==> src/rtl/drn_pkg.sv <==
// Types, symbol codes and digit pattern tables shared by the Roman numeral converter.
package drn_pkg;

   localparam int NumberWidth = 12;
   localparam int SymbolWidth = 7;
   localparam int Places = 4;
   localparam logic [NumberWidth-1:0] MaxValid = 12'd3999;

   localparam logic [SymbolWidth-1:0] SymI = 7'h49;
   localparam logic [SymbolWidth-1:0] SymV = 7'h56;
   localparam logic [SymbolWidth-1:0] SymX = 7'h58;
   localparam logic [SymbolWidth-1:0] SymL = 7'h4C;
   localparam logic [SymbolWidth-1:0] SymC = 7'h43;
   localparam logic [SymbolWidth-1:0] SymD = 7'h44;
   localparam logic [SymbolWidth-1:0] SymM = 7'h4D;
   localparam logic [SymbolWidth-1:0] SymNone = 7'h00;

   typedef enum logic [1:0] {
      CODE_ONE,
      CODE_FIVE,
      CODE_TEN
   } code_type;

   typedef struct packed {
      logic             err;
      logic [3:0][3:0]  digit;
   } entry_type;

   typedef struct packed {
      logic full;
      logic empty;
   } queue_status_type;

   function automatic logic [2:0] digit_length(input logic [3:0] d);
      logic [2:0] len;
      case (d)
         4'd0: len = 3'd0;
         4'd1: len = 3'd1;
         4'd2: len = 3'd2;
         4'd3: len = 3'd3;
         4'd4: len = 3'd2;
         4'd5: len = 3'd1;
         4'd6: len = 3'd2;
         4'd7: len = 3'd3;
         4'd8: len = 3'd4;
         default: len = 3'd2;
      endcase
      return len;
   endfunction

   function automatic code_type digit_code(input logic [3:0] d, input logic [1:0] pos);
      code_type code;
      case (d)
         4'd0, 4'd1, 4'd2, 4'd3: code = CODE_ONE;
         4'd4: code = (pos == 2'd0) ? CODE_ONE : CODE_FIVE;
         4'd5, 4'd6, 4'd7, 4'd8: code = (pos == 2'd0) ? CODE_FIVE : CODE_ONE;
         default: code = (pos == 2'd0) ? CODE_ONE : CODE_TEN;
      endcase
      return code;
   endfunction

   function automatic logic [SymbolWidth-1:0] place_symbol(input logic [1:0] place,
                                                           input code_type code);
      logic [SymbolWidth-1:0] sym;
      case (place)
         2'd0: sym = (code == CODE_ONE) ? SymI : (code == CODE_FIVE) ? SymV : SymX;
         2'd1: sym = (code == CODE_ONE) ? SymX : (code == CODE_FIVE) ? SymL : SymC;
         2'd2: sym = (code == CODE_ONE) ? SymC : (code == CODE_FIVE) ? SymD : SymM;
         default: sym = (code == CODE_ONE) ? SymM : SymNone;
      endcase
      return sym;
   endfunction

endpackage

==> src/rtl/drn_front.sv <==
// Front end: accepts a number, checks its range and splits it into decimal digits.
module drn_front import drn_pkg::*; (
   input  logic                   clock,
   input  logic                   reset,
   input  logic                   start,
   input  logic [NumberWidth-1:0] req_number,
   output logic                   busy,
   input  queue_status_type       q_status,
   output logic                   push,
   output entry_type              push_entry
);

   logic                   valid_ff, valid_in;
   logic [NumberWidth-1:0] number_ff;
   logic                   accept;

   logic [1:0]  thousands;
   logic [9:0]  rem1;
   logic [3:0]  hundreds;
   logic [6:0]  rem2;
   logic [3:0]  tens;
   logic [3:0]  units;
   logic [NumberWidth-1:0] rem1_wide;
   logic [9:0]  rem2_wide;

   assign busy = valid_ff && q_status.full;
   assign accept = start && !busy;
   assign push = valid_ff && !q_status.full;
   assign valid_in = accept || (valid_ff && !push);

   always_ff @(posedge clock) begin
      if (reset) begin
         valid_ff <= 1'b0;
      end else begin
         valid_ff <= valid_in;
      end
   end

   always_ff @(posedge clock) begin
      if (accept) begin
         number_ff <= req_number;
      end
   end

   always_comb begin
      thousands = 2'd0;
      for (int k = 1; k < 4; k++) begin
         if (number_ff >= NumberWidth'(k * 1000)) begin
            thousands = 2'(k);
         end
      end
      rem1_wide = number_ff - NumberWidth'(thousands) * NumberWidth'(1000);
      rem1 = rem1_wide[9:0];

      hundreds = 4'd0;
      for (int k = 1; k < 10; k++) begin
         if (rem1 >= 10'(k * 100)) begin
            hundreds = 4'(k);
         end
      end
      rem2_wide = rem1 - 10'(hundreds) * 10'd100;
      rem2 = rem2_wide[6:0];

      tens = 4'd0;
      for (int k = 1; k < 10; k++) begin
         if (rem2 >= 7'(k * 10)) begin
            tens = 4'(k);
         end
      end
      units = 4'(rem2 - 7'(tens) * 7'd10);
   end

   always_comb begin
      push_entry.err = (number_ff == '0) || (number_ff > MaxValid);
      push_entry.digit[3] = {2'b00, thousands};
      push_entry.digit[2] = hundreds;
      push_entry.digit[1] = tens;
      push_entry.digit[0] = units;
   end

endmodule

==> src/rtl/drn_queue.sv <==
// Two-entry queue of digit words between the front end and the character sequencer.
module drn_queue import drn_pkg::*; (
   input  logic             clock,
   input  logic             reset,
   input  logic             push,
   input  entry_type        push_entry,
   input  logic             pop,
   output entry_type        head,
   output queue_status_type q_status
);

   entry_type  slots_ff [2];
   logic       wr_ptr_ff, wr_ptr_in;
   logic       rd_ptr_ff, rd_ptr_in;
   logic [1:0] count_ff, count_in;

   assign head = slots_ff[rd_ptr_ff];
   assign q_status.full = (count_ff == 2'd2);
   assign q_status.empty = (count_ff == 2'd0);

   always_comb begin
      wr_ptr_in = push ? ~wr_ptr_ff : wr_ptr_ff;
      rd_ptr_in = pop ? ~rd_ptr_ff : rd_ptr_ff;
      count_in = count_ff + 2'(push) - 2'(pop);
   end

   always_ff @(posedge clock) begin
      if (reset) begin
         wr_ptr_ff <= 1'b0;
         rd_ptr_ff <= 1'b0;
         count_ff <= 2'd0;
      end else begin
         wr_ptr_ff <= wr_ptr_in;
         rd_ptr_ff <= rd_ptr_in;
         count_ff <= count_in;
      end
   end

   always_ff @(posedge clock) begin
      if (push) begin
         slots_ff[wr_ptr_ff] <= push_entry;
      end
   end

endmodule

==> src/rtl/drn_back.sv <==
// Back end: walks the digits of one word and emits one Roman character per cycle.
module drn_back import drn_pkg::*; (
   input  logic                   clock,
   input  logic                   reset,
   input  queue_status_type       q_status,
   input  entry_type              head,
   output logic                   pop,
   output logic                   rsp_valid,
   output logic [SymbolWidth-1:0] rsp_symbol,
   output logic                   rsp_last,
   output logic                   rsp_out_of_range
);

   logic       active_ff, active_in;
   entry_type  entry_ff;
   logic [1:0] place_ff, place_in;
   logic [1:0] pos_ff, pos_in;

   logic                   valid_ff;
   logic [SymbolWidth-1:0] symbol_ff;
   logic                   last_ff;
   logic                   err_ff;

   logic [3:0]             cur_digit;
   logic [2:0]             cur_len;
   logic                   digit_done;
   logic                   has_lower;
   logic [1:0]             next_place;
   logic [1:0]             start_place;
   logic                   last;
   logic [SymbolWidth-1:0] symbol;

   always_comb begin
      cur_digit = entry_ff.digit[place_ff];
      cur_len = digit_length(cur_digit);
      digit_done = ({1'b0, pos_ff} + 3'd1) >= cur_len;
      has_lower = 1'b0;
      next_place = 2'd0;
      for (int i = 0; i < Places - 1; i++) begin
         if ((2'(i) < place_ff) && (entry_ff.digit[i] != 4'd0)) begin
            has_lower = 1'b1;
            next_place = 2'(i);
         end
      end
      start_place = 2'd0;
      for (int i = 0; i < Places; i++) begin
         if (head.digit[i] != 4'd0) begin
            start_place = 2'(i);
         end
      end
      last = entry_ff.err || (digit_done && !has_lower);
      symbol = entry_ff.err ? SymNone : place_symbol(place_ff, digit_code(cur_digit, pos_ff));

      pop = !q_status.empty && (!active_ff || last);
      active_in = pop || (active_ff && !last);

      if (pop) begin
         place_in = start_place;
         pos_in = 2'd0;
      end else if (digit_done) begin
         place_in = next_place;
         pos_in = 2'd0;
      end else begin
         place_in = place_ff;
         pos_in = pos_ff + 2'd1;
      end
   end

   always_ff @(posedge clock) begin
      if (reset) begin
         active_ff <= 1'b0;
         valid_ff <= 1'b0;
      end else begin
         active_ff <= active_in;
         valid_ff <= active_ff;
      end
   end

   always_ff @(posedge clock) begin
      if (pop) begin
         entry_ff <= head;
      end
      place_ff <= place_in;
      pos_ff <= pos_in;
      symbol_ff <= symbol;
      last_ff <= last;
      err_ff <= entry_ff.err;
   end

   assign rsp_valid = valid_ff;
   assign rsp_symbol = symbol_ff;
   assign rsp_last = last_ff;
   assign rsp_out_of_range = err_ff;

endmodule

==> src/rtl/decimal_to_roman_numeral_unit.sv <==
// Top level of the decimal to Roman numeral converter.
// A number is taken when start is high and busy is low; it is split into decimal digits in the
// front stage, waits in a two-word queue, and the back end then emits the numeral one ASCII
// character per cycle on rsp_symbol with rsp_valid high, marking the final character with
// rsp_last. A numeral has 1 to 15 characters and the back end produces exactly one character per
// cycle; numerals follow each other without gaps while the queue holds the next word.
// A number reaches the output via the front register, a queue slot, the word and output registers.
// A number of 0 or above 3999 gives one word with symbol 0, rsp_last and rsp_out_of_range set.
// The receiver cannot stall; busy rises only while the queue is full and the front stage holds
// a word.
module decimal_to_roman_numeral_unit import drn_pkg::*; (
   input  logic                   clock,
   input  logic                   reset,
   input  logic                   start,
   input  logic [NumberWidth-1:0] req_number,
   output logic                   busy,
   output logic                   rsp_valid,
   output logic [SymbolWidth-1:0] rsp_symbol,
   output logic                   rsp_last,
   output logic                   rsp_out_of_range
);

   queue_status_type q_status;
   logic             push;
   logic             pop;
   entry_type        push_entry;
   entry_type        head;

   drn_front u_front (
      .clock      (clock),
      .reset      (reset),
      .start      (start),
      .req_number (req_number),
      .busy       (busy),
      .q_status   (q_status),
      .push       (push),
      .push_entry (push_entry)
   );

   drn_queue u_queue (
      .clock      (clock),
      .reset      (reset),
      .push       (push),
      .push_entry (push_entry),
      .pop        (pop),
      .head       (head),
      .q_status   (q_status)
   );

   drn_back u_back (
      .clock            (clock),
      .reset            (reset),
      .q_status         (q_status),
      .head             (head),
      .pop              (pop),
      .rsp_valid        (rsp_valid),
      .rsp_symbol       (rsp_symbol),
      .rsp_last         (rsp_last),
      .rsp_out_of_range (rsp_out_of_range)
   );

   assert property (@(posedge clock) disable iff (reset) push |-> !q_status.full)
      else $error("Queue written while full.");

   assert property (@(posedge clock) disable iff (reset) pop |-> !q_status.empty)
      else $error("Queue read while empty.");

   assert property (@(posedge clock) disable iff (reset)
      (rsp_valid && rsp_out_of_range) |-> (rsp_last && (rsp_symbol == SymNone)))
      else $error("Range error word is not a single zero character.");

   assert property (@(posedge clock) disable iff (reset)
      (rsp_valid && !rsp_out_of_range) |-> (rsp_symbol != SymNone))
      else $error("Valid numeral carries a zero character.");

endmodule

==> config.mk <==
export PLATFORM = sky130hd
export DESIGN_NAME = decimal_to_roman_numeral_unit
export DESIGN_NICKNAME = d
export VERILOG_FILES = /design/src/rtl/drn_pkg.sv /design/src/rtl/drn_front.sv /design/src/rtl/drn_queue.sv /design/src/rtl/drn_back.sv /design/src/rtl/decimal_to_roman_numeral_unit.sv
export SDC_FILE = /design/constraint.sdc
export NUM_CORES = 1
export LEC_CHECK = 0
export BUFFER_PORTS_ARGS = -buffer_cell sky130_fd_sc_hd__buf_4
export CAP_MARGIN = 20
export CORE_UTILIZATION = 60
export CTS_BUF_LIST = sky130_fd_sc_hd__clkbuf_4 sky130_fd_sc_hd__clkbuf_8 sky130_fd_sc_hd__clkbuf_16
export CTS_CLUSTER_SIZE = 10
export DETAILED_ROUTE_END_ITERATION = 12
export PLACE_DENSITY = 0.8
export SKIP_LAST_GASP = 1
export SLEW_MARGIN = 20
export SYNTH_ARGS = -nofsm -noshare
export SYNTH_HDL_FRONTEND = slang
export SYNTH_SLANG_ARGS = --single-unit
==> constraint.sdc <==
create_clock -name clock -period 7.21 [get_ports clock]
set_clock_uncertainty 0.05 [all_clocks]
set_input_delay 0 -clock clock [delete_from_list [all_inputs] [get_ports clock]]
set_output_delay 0 -clock clock [all_outputs]
set_load 0.005 [all_outputs]
==> metrics.yaml, run 1 <==
outcome: "finished clean"
place_area_um2: 4410
max_freq_mhz: 148
synth_edf_count: 59
final_common_cell: "edfxtp_1"
synth_top_family_by_area: "compound AO/OA/AOI/OAI gates"
die_h_um: 85.1
synth-xor-area-share_pct: 4.99
vias_per_cell: 6.01
maxSlewViolCount: 0
irDropWorstVdd_mv: 0.591
tritoncts: "built"
yosysSeqAreaShare_pct: 51.5
worstSetupPathType: "reg -> reg"
grt_pass1_wl_mm: 13.7
multi_input_area_um2: 1930
ys_top_cells_by_area: "edfxtp_1 (43%), dfxtp_1 (8.7%), ha_1 (5.4%)"
ios: 26
synth_cell_types: 65
p_leak_uw: 0.00195
synthSimpleGateAreaFrac_pct: 12.4
drt-total-wl_mm: 8.31
required_ps: 7230
period_share_pct: 93.7
muxShareOfSynthArea_pct: 7.04
portBuffers: 24
max_stage_delay_ps: 510
max_slew_margin_pct: 51.6
min_period_ps: 6750
num_rows: 29
dieWidth_um: 85.1
dieArea_um2: 7240
clk_latency_ps: 350
globalplace.congestion: 0.954
clock-sinks: 77
wl_per_cell_um: 16.6
cp-end-kind: "flop"
antenna_found_initial: 0
hold_viol: 0
cp-start-kind: "flop"
start_util_pct: 63.7
vias: 3017
drive_gt1_share_pct: 23.5
drt-initial-drc-count: 152
drcViolationCount: 0
clk_pin_slew_ps: 90
setup_violations: 0
overflow: 0
synthArstFlopShare_pct: 0
cap_violations: 0
synth_nets: 399
regArea_um2: 2130
ctsHtreeMaxLevel: 3
grt_max_degree: 17
core_area_um2: 6490
worstMarginPinSlew_ps: 725
synth.ff_latch_count: 77
synth_ff_type: "edfxtp_1"
most-common-layout-cells: "edfxtp_1 (59), buf_4 (39), nor2_1 (32), inv_1 (27)"
cts_buffers: 9
dr.pass1.iters: 5
p_per_area_nw_per_um2: 536
grt_pass1_vias: 2998
synth_area_um2: 4140
syn_to_final_growth_pct: 19.1
cts.path.max_buffers: 2
crit_slowest_cell: "or4_1"
detailed_place_hpwl_mm: 5.87
cts_root_buffer: "clkbuf_8"
synth_top_area_share_pct: 42.8
avgSynthCellArea_um2: 11.4
synth_compound_area_share_pct: 13.5
synth_area_leader_cell: "edfxtp_1"
grt_use_total_pct: 25.0
design_area_um2: 4930
n_fill_cell: 454
yosys.area_share.adder_pct: 7.13
n_antenna_cell: 0
synthCells: 363
whs_ps: 322
ant_nets: 0
hold_path_class: "in -> reg"
worstPathMaxFanout: 6
fin_nets: 456
critical_path_arrival_ps: 6780
yosysWarnings: 0
state kept, by name, summed over array words and instances (netlist names), 2 cells and up, named ones only:
name	flops
u_back.pos_ff	2
u_back.entry_ff	15
u_front.number_ff	12
u_back.rsp_symbol	6
u_queue.slots_ff	30
u_back.place_ff	2
u_queue.count_ff	2
final timing paths:
check,from,end,slack [ps],cells after the start
worst max-delay path,u_front.number_ff[8],u_queue.slots_ff[1][3],460,28
worst min-delay path,req_number[5],u_front.number_ff[5],320,2
worst max register to register,u_front.number_ff[8],u_queue.slots_ff[1][3],460,28
worst min register to register,u_back.pos_ff[0],u_back.pos_ff[0],430,1
synth_stat cells (all sizes together), types with 6 or more instances:
| master | instances |
|---|---|
| edfxtp | 59 |
| nor2 | 32 |
| inv | 28 |
| o21ai | 26 |
| a21oi | 20 |
| dfxtp | 18 |
| ha | 18 |
| mux2 | 15 |
| nand2 | 15 |
| xor2 | 11 |
| xnor2 | 10 |
| nor3 | 9 |
| nand3 | 8 |
| mux2i | 7 |
| nor2b | 7 |
| a21o | 6 |
| a31oi | 6 |
| clkbuf | 6 |
| nand2b | 6 |
critical path: cells and delay by family (launching register included):
kind / cells / cell delay [ps]
flops: 1 / 500
xor+xnor: 6 / 1030
buf+inv: 2 / 120
fa+ha+maj: 6 / 1810
simple gates: 4 / 1240
compound gates: 10 / 1690
power breakdown:
| group | total [uW] | leakage, uW | internal, uW | switching, uW |
|---|---|---|---|---|
| Sequential | 881 | 0.000704 | 785 | 95.3 |
| Clock | 364 | 0.000121 | 207 | 157 |
| Combinational | 1400 | 0.00113 | 630 | 770 |
layout make-up:
| class | count | share of cell area [%] |
|---|---|---|
| clock buffer | 12 | 3.68 |
| clock inverter | 4 | 1.01 |
| inverter | 28 | 2.13 |
| multi-input combinational | 250 | 39.1 |
| sequential | 77 | 43.2 |
| tap | 77 | 1.95 |
| timing repair buffer | 54 | 8.88 |
routing by layer:
layer / vias to the layer above / share of wire, % / global-route usage, %
met5: - / 0 / 0
met3: 17 / 4.5 / 5.54
li1: 1453 / - / -
met2: 99 / 51 / 41.6
met4: 0 / 3.0 / 13.7
met1: 1448 / 42 / 30.4
cell families (layout without fill, tap and decap cells):
family,Yosys count,in the layout
adder cells (fa/ha/maj),22,22
XOR/XNOR,21,21
AO/OA/AOI/OAI,84,84
other,1,1
buffers and inverters,36,98
flip-flops,77,77
AND/OR/NAND/NOR,98,98
multiplexers,24,24
per-stage QoR:
| stage | power (uW) | setup WS, ps | cells | util [%] | setup TNS [ps] |
|---|---|---|---|---|---|
| floorplan | 1950 | 657 | 363 | - | 0 |
| global placement | 2180 | 417 | 460 | 67.9 | 0 |
| detailed placement | 2250 | 164 | 460 | 67.9 | 0 |
| CTS | 2630 | 147 | 490 | 73.6 | 0 |
| global route | 2880 | -1.06 | 502 | 75.9 | -2.10 |
| finish | 2640 | 458 | 502 | 75.9 | 0 |
what timing repair did:
action,in CTS,in global routing
setup buffers,0,12
gates resized for setup,0,12
hold buffers,14,0
endpoints found under the hold margin,20,0
endpoints found under the setup margin,0,4
(Power assumes the default switching activity.)
==> run 2, diff against run 1 <==
--- a/config.mk
+++ b/config.mk
@@ -5,6 +5,7 @@
 export SDC_FILE = /design/constraint.sdc
 export NUM_CORES = 1
 export LEC_CHECK = 0
+export ABC_AREA = 1
 export BUFFER_PORTS_ARGS = -buffer_cell sky130_fd_sc_hd__buf_4
 export CAP_MARGIN = 20
 export CORE_UTILIZATION = 60
@@ -12,6 +13,7 @@
 export CTS_CLUSTER_SIZE = 10
 export DETAILED_ROUTE_END_ITERATION = 12
 export PLACE_DENSITY = 0.8
+export SETUP_SLACK_MARGIN = 0.02
 export SKIP_LAST_GASP = 1
 export SLEW_MARGIN = 20
 export SYNTH_ARGS = -nofsm -noshare
==> metrics.yaml, run 2 <==
outcome: "finished clean"
whs_ps: 305
grt_use_total_pct: 23.5
avgSynthCellArea_um2: 9.53
grt_max_degree: 18
synth_compound_area_share_pct: 8.52
regArea_um2: 2130
synth_nets: 486
vias: 3207
cts_buffers: 9
worstMarginPinSlew_ps: 636
hold_path_class: "in -> reg"
tritoncts: "built"
cp-end-kind: "flop"
max_slew_margin_pct: 57.5
synth_commonest_cells: "nand2_1 (82), inv_1 (74), edfxtp_1 (59)"
synth.ff_latch_count: 77
maxSlewViolCount: 0
globalplace.congestion: 0.967
max_freq_mhz: 161
muxShareOfSynthArea_pct: 3.94
yosysSeqAreaShare_pct: 49.7
fin_nets: 533
most-common-layout-cells: "nand2_1 (82), inv_1 (74), edfxtp_1 (59), nor2_1 (37), buf_4 (26)"
ctsHtreeMaxLevel: 3
required_ps: 7280
cts.repair.resized: 0
start_util_pct: 62.7
num_rows: 30
drcViolationCount: 0
rrSetupSlack_ps: 990
grt_pass1_wl_mm: 13.3
worstPathMaxFanout: 6
drt-initial-drc-count: 147
finalSetupTns_ps: 0
setup_violations: 0
clk_pin_slew_ps: 80
path_common_cell: "nand2_1"
synth_area_um2: 4290
max_stage_delay_ps: 620
n_fill_cell: 504
vias_per_cell: 5.36
drt-total-wl_mm: 7.89
top_regs: "u_queue.slots_ff (30), u_back.entry_ff (15), u_front.number_ff (12)"
yosysWarnings: 0
synthCells: 450
cp-start-kind: "flop"
synth-xor-area-share_pct: 1.61
dieArea_um2: 7490
ios: 26
largest_register_ffs: 30
syn_to_final_growth_pct: 14.4
n_antenna_cell: 0
die_h_um: 86.5
yosys.area_share.adder_pct: 6.65
ys_top_cells_by_area: "edfxtp_1 (41%), dfxtp_1 (8.4%), nand2_1 (7.2%)"
clk_latency_ps: 350
top_register: "u_queue.slots_ff"
synthArstFlopShare_pct: 0
critical_path.top_delay_family: "simple AND/OR/NAND/NOR gates"
synth_top_family_by_area: "simple AND/OR/NAND/NOR gates"
drive_gt1_share_pct: 20.3
cts_root_buffer: "clkbuf_8"
multi_input_area_um2: 1830
clock-sinks: 77
synthSimpleGateAreaFrac_pct: 21.9
synth_top_area_share_pct: 41.3
final_common_cell: "nand2_1"
overflow: 0
synth_cell_types: 46
hold_viol: 0
crit_buf_inv: 7
antenna_found_initial: 0
portBuffers: 24
synth_edf_count: 59
core_area_um2: 6830
crit_slowest_cell: "fa_1"
detailed_place_hpwl_mm: 5.91
dr.pass1.iters: 5
ant_nets: 0
dieWidth_um: 86.5
synth_area_leader_cell: "edfxtp_1"
rsz0062_at_grt: "no"
synth_most_common_cell: "nand2_1"
wl_per_cell_um: 13.2
min_period_ps: 6220
grt_pass1_vias: 3059
cts.path.max_buffers: 2
worstSetupPathType: "reg -> reg"
period_share_pct: 86.3
critical_path_arrival_ps: 6290
synth_ff_type: "edfxtp_1"
cap_violations: 0
## run 2: stage by stage
step	cell area (um^2)	utilization [%]	std cells	worst slack [ps]
2_1_floorplan	4290	-	450	1580
3_3_place_gp	4580	67.1	568	1220
3_5_place_dp	4580	67.1	568	1060
4_1_cts	4900	71.8	598	1040
5_1_grt	4900	71.8	598	363
6_report	4900	71.8	598	991
## run 2: cell type report
class,count,share of cell area (%)
clock buffer,11,2.96
clock inverter,5,0.714
inverter,81,6.25
multi-input combinational,288,37.3
sequential,77,43.5
tap,96,2.45
timing repair buffer,40,6.84
## run 2: final timing paths
path	from	to	depth (start not counted)
setup / recovery	u_front.number_ff[5]	u_queue.slots_ff[0][3]	44
hold / removal	req_number[6]	u_front.number_ff[6]	2
setup reg to reg	u_front.number_ff[5]	u_queue.slots_ff[0][3]	44
hold reg to reg	u_back.active_ff	u_back.rsp_valid	2
## run 2: cells by family after synthesis
group,count (synthesis)
simple gates,189
buf+inv,85
flops,77
compound gates,55
fa+ha+maj,21
mux,15
xor+xnor,7
other cells,1
## run 2: layer usage
layer / global-route usage, % / share of wire, % / vias up
li1: - / - / 1609
met4: 11.8 / 2.7 / 0
met5: 0 / 0 / -
met1: 26.8 / 41 / 1472
met3: 4.95 / 5.1 / 19
met2: 41.8 / 51 / 107
## run 2: what timing repair did
item / 4_1_cts / 5_1_grt
endpoints found under the hold margin: 20 / 0
setup buffers: 0 / 0
hold buffers: 14 / 0
Power of run 2 is left out: the tool's default activity adds up to more than one toggle a clock period on the data nets, which glitch-free logic cannot reach.
==> run 3, diff against run 2 <==
--- a/config.mk
+++ b/config.mk
@@ -12,7 +12,7 @@
 export CTS_BUF_LIST = sky130_fd_sc_hd__clkbuf_4 sky130_fd_sc_hd__clkbuf_8 sky130_fd_sc_hd__clkbuf_16
 export CTS_CLUSTER_SIZE = 10
 export DETAILED_ROUTE_END_ITERATION = 12
-export PLACE_DENSITY = 0.8
+export PLACE_DENSITY = 0.79
 export SETUP_SLACK_MARGIN = 0.02
 export SKIP_LAST_GASP = 1
 export SLEW_MARGIN = 20
==> metrics.yaml, run 3 (synthesis gave the netlist of run 2 again) <==
outcome: "finished clean"
required_ps: 7270
dr.pass1.iters: 4
cts_buffers: 9
crit_slowest_cell: "fa_1"
path_common_cell: "nand2_1"
globalplace.congestion: 0.948
ant_nets: 0
wl_per_cell_um: 13.6
max_stage_delay_ps: 620
cts.repair.resized: 0
vias: 3183
ios: 26
tritoncts: "built"
cp-endpoint: "u_queue.slots_ff[1][3]"
setup_violations: 0
postCtsSetupBuffers: 0
top_register: "u_queue.slots_ff"
max_freq_mhz: 160
grt_use_total_pct: 24.5
rsz0062_at_grt: "no"
final_common_cell: "nand2_1"
top_regs: "u_queue.slots_ff (30), u_back.entry_ff (15), u_front.number_ff (12)"
grt_pass1_wl_mm: 13.7
worstMarginPinSlew_ps: 679
cts_root_buffer: "clkbuf_8"
r2r-start: "u_front.number_ff[5]"
portBuffers: 24
drt-initial-drc-count: 176
clk_latency_ps: 350
r2r_cells: 45
rrSetupSlack_ps: 970
grt_max_degree: 18
most-common-layout-cells: "nand2_1 (82), inv_1 (74), edfxtp_1 (59), nor2_1 (37), buf_4 (26)"
dieWidth_um: 86.5
critPathLaunch: "u_front.number_ff[5]"
critical_path_arrival_ps: 6300
reg2reg_to: "u_queue.slots_ff[1][3]"
clk_pin_slew_ps: 80
hold_path_class: "in -> reg"
num_rows: 30
cp-start-kind: "flop"
maxSlewViolCount: 0
syn_to_final_growth_pct: 15.1
worstPathMaxFanout: 6
drt-total-wl_mm: 8.12
antenna_found_initial: 0
min_from: "req_number[2]"
dieArea_um2: 7490
cp-end-kind: "flop"
vias_per_cell: 5.32
min_period_ps: 6240
core_area_um2: 6830
finalSetupTns_ps: 0
ctsHtreeMaxLevel: 3
period_share_pct: 86.5
fin_nets: 533
overflow: 0
cts.path.max_buffers: 2
hold_viol: 0
clock-sinks: 77
max_slew_margin_pct: 54.7
start_util_pct: 62.7
n_fill_cell: 496
n_antenna_cell: 0
detailed_place_hpwl_mm: 5.90
grt_pass1_vias: 3091
hold_buffers: 14
cap_violations: 0
worstSetupPathType: "reg -> reg"
drcViolationCount: 0
die_h_um: 86.5
largest_register_ffs: 30
drive_gt1_share_pct: 20.3
[run 3: cell type report]
class / count / area, um^2 / share of cell area, %
clock buffers: 13 / 189 / 3.83
clock inverters: 3 / 21.3 / 0.431
inverters: 81 / 307 / 6.21
multi-input cells: 288 / 1830 / 37.1
flip-flops and latches: 77 / 2130 / 43.2
well taps: 96 / 120 / 2.43
repair buffers: 40 / 335 / 6.80
[run 3: worst min-delay path by stage]
stage	endpoint	slack (ps)	depth (start not counted)
after floorplan	u_front.number_ff[0]	50	0
after global placement	u_front.number_ff[11]	130	1
after detailed placement	u_front.number_ff[6]	130	1
after CTS	u_front.number_ff[2]	300	2
after global routing	u_front.number_ff[2]	300	2
final	u_front.number_ff[2]	310	2
[run 3: layer usage]
layer | share of wire, % | GRT usage, %
met5 | 0 | 0
met3 | 4.4 | 4.86
met2 | 51 | 41.8
met1 | 41 | 28.5
met4 | 3.4 | 15.3
[run 3: critical path, delay by kind of cell, from the launching register on]
family / cells / cell delay [ps]
xor+xnor: 3 / 580
simple gates: 29 / 2210
fa+ha+maj: 6 / 1910
buf+inv: 5 / 450
compound gates: 2 / 260
flops: 1 / 510
[run 3: through the flow]
stage               util [%]  setup WS, ps  cells  cell area, um^2  hold WS [ps]
floorplan                  -          1580    450             4290          48.9
global placement        67.1          1230    568             4580           128
detailed placement      67.1          1050    568             4580           129
CTS                     72.2          1000    598             4930           301
global route            72.2           377    598             4930           300
finish                  72.2           971    598             4930           308
Power of run 3 is left out for the same reason.
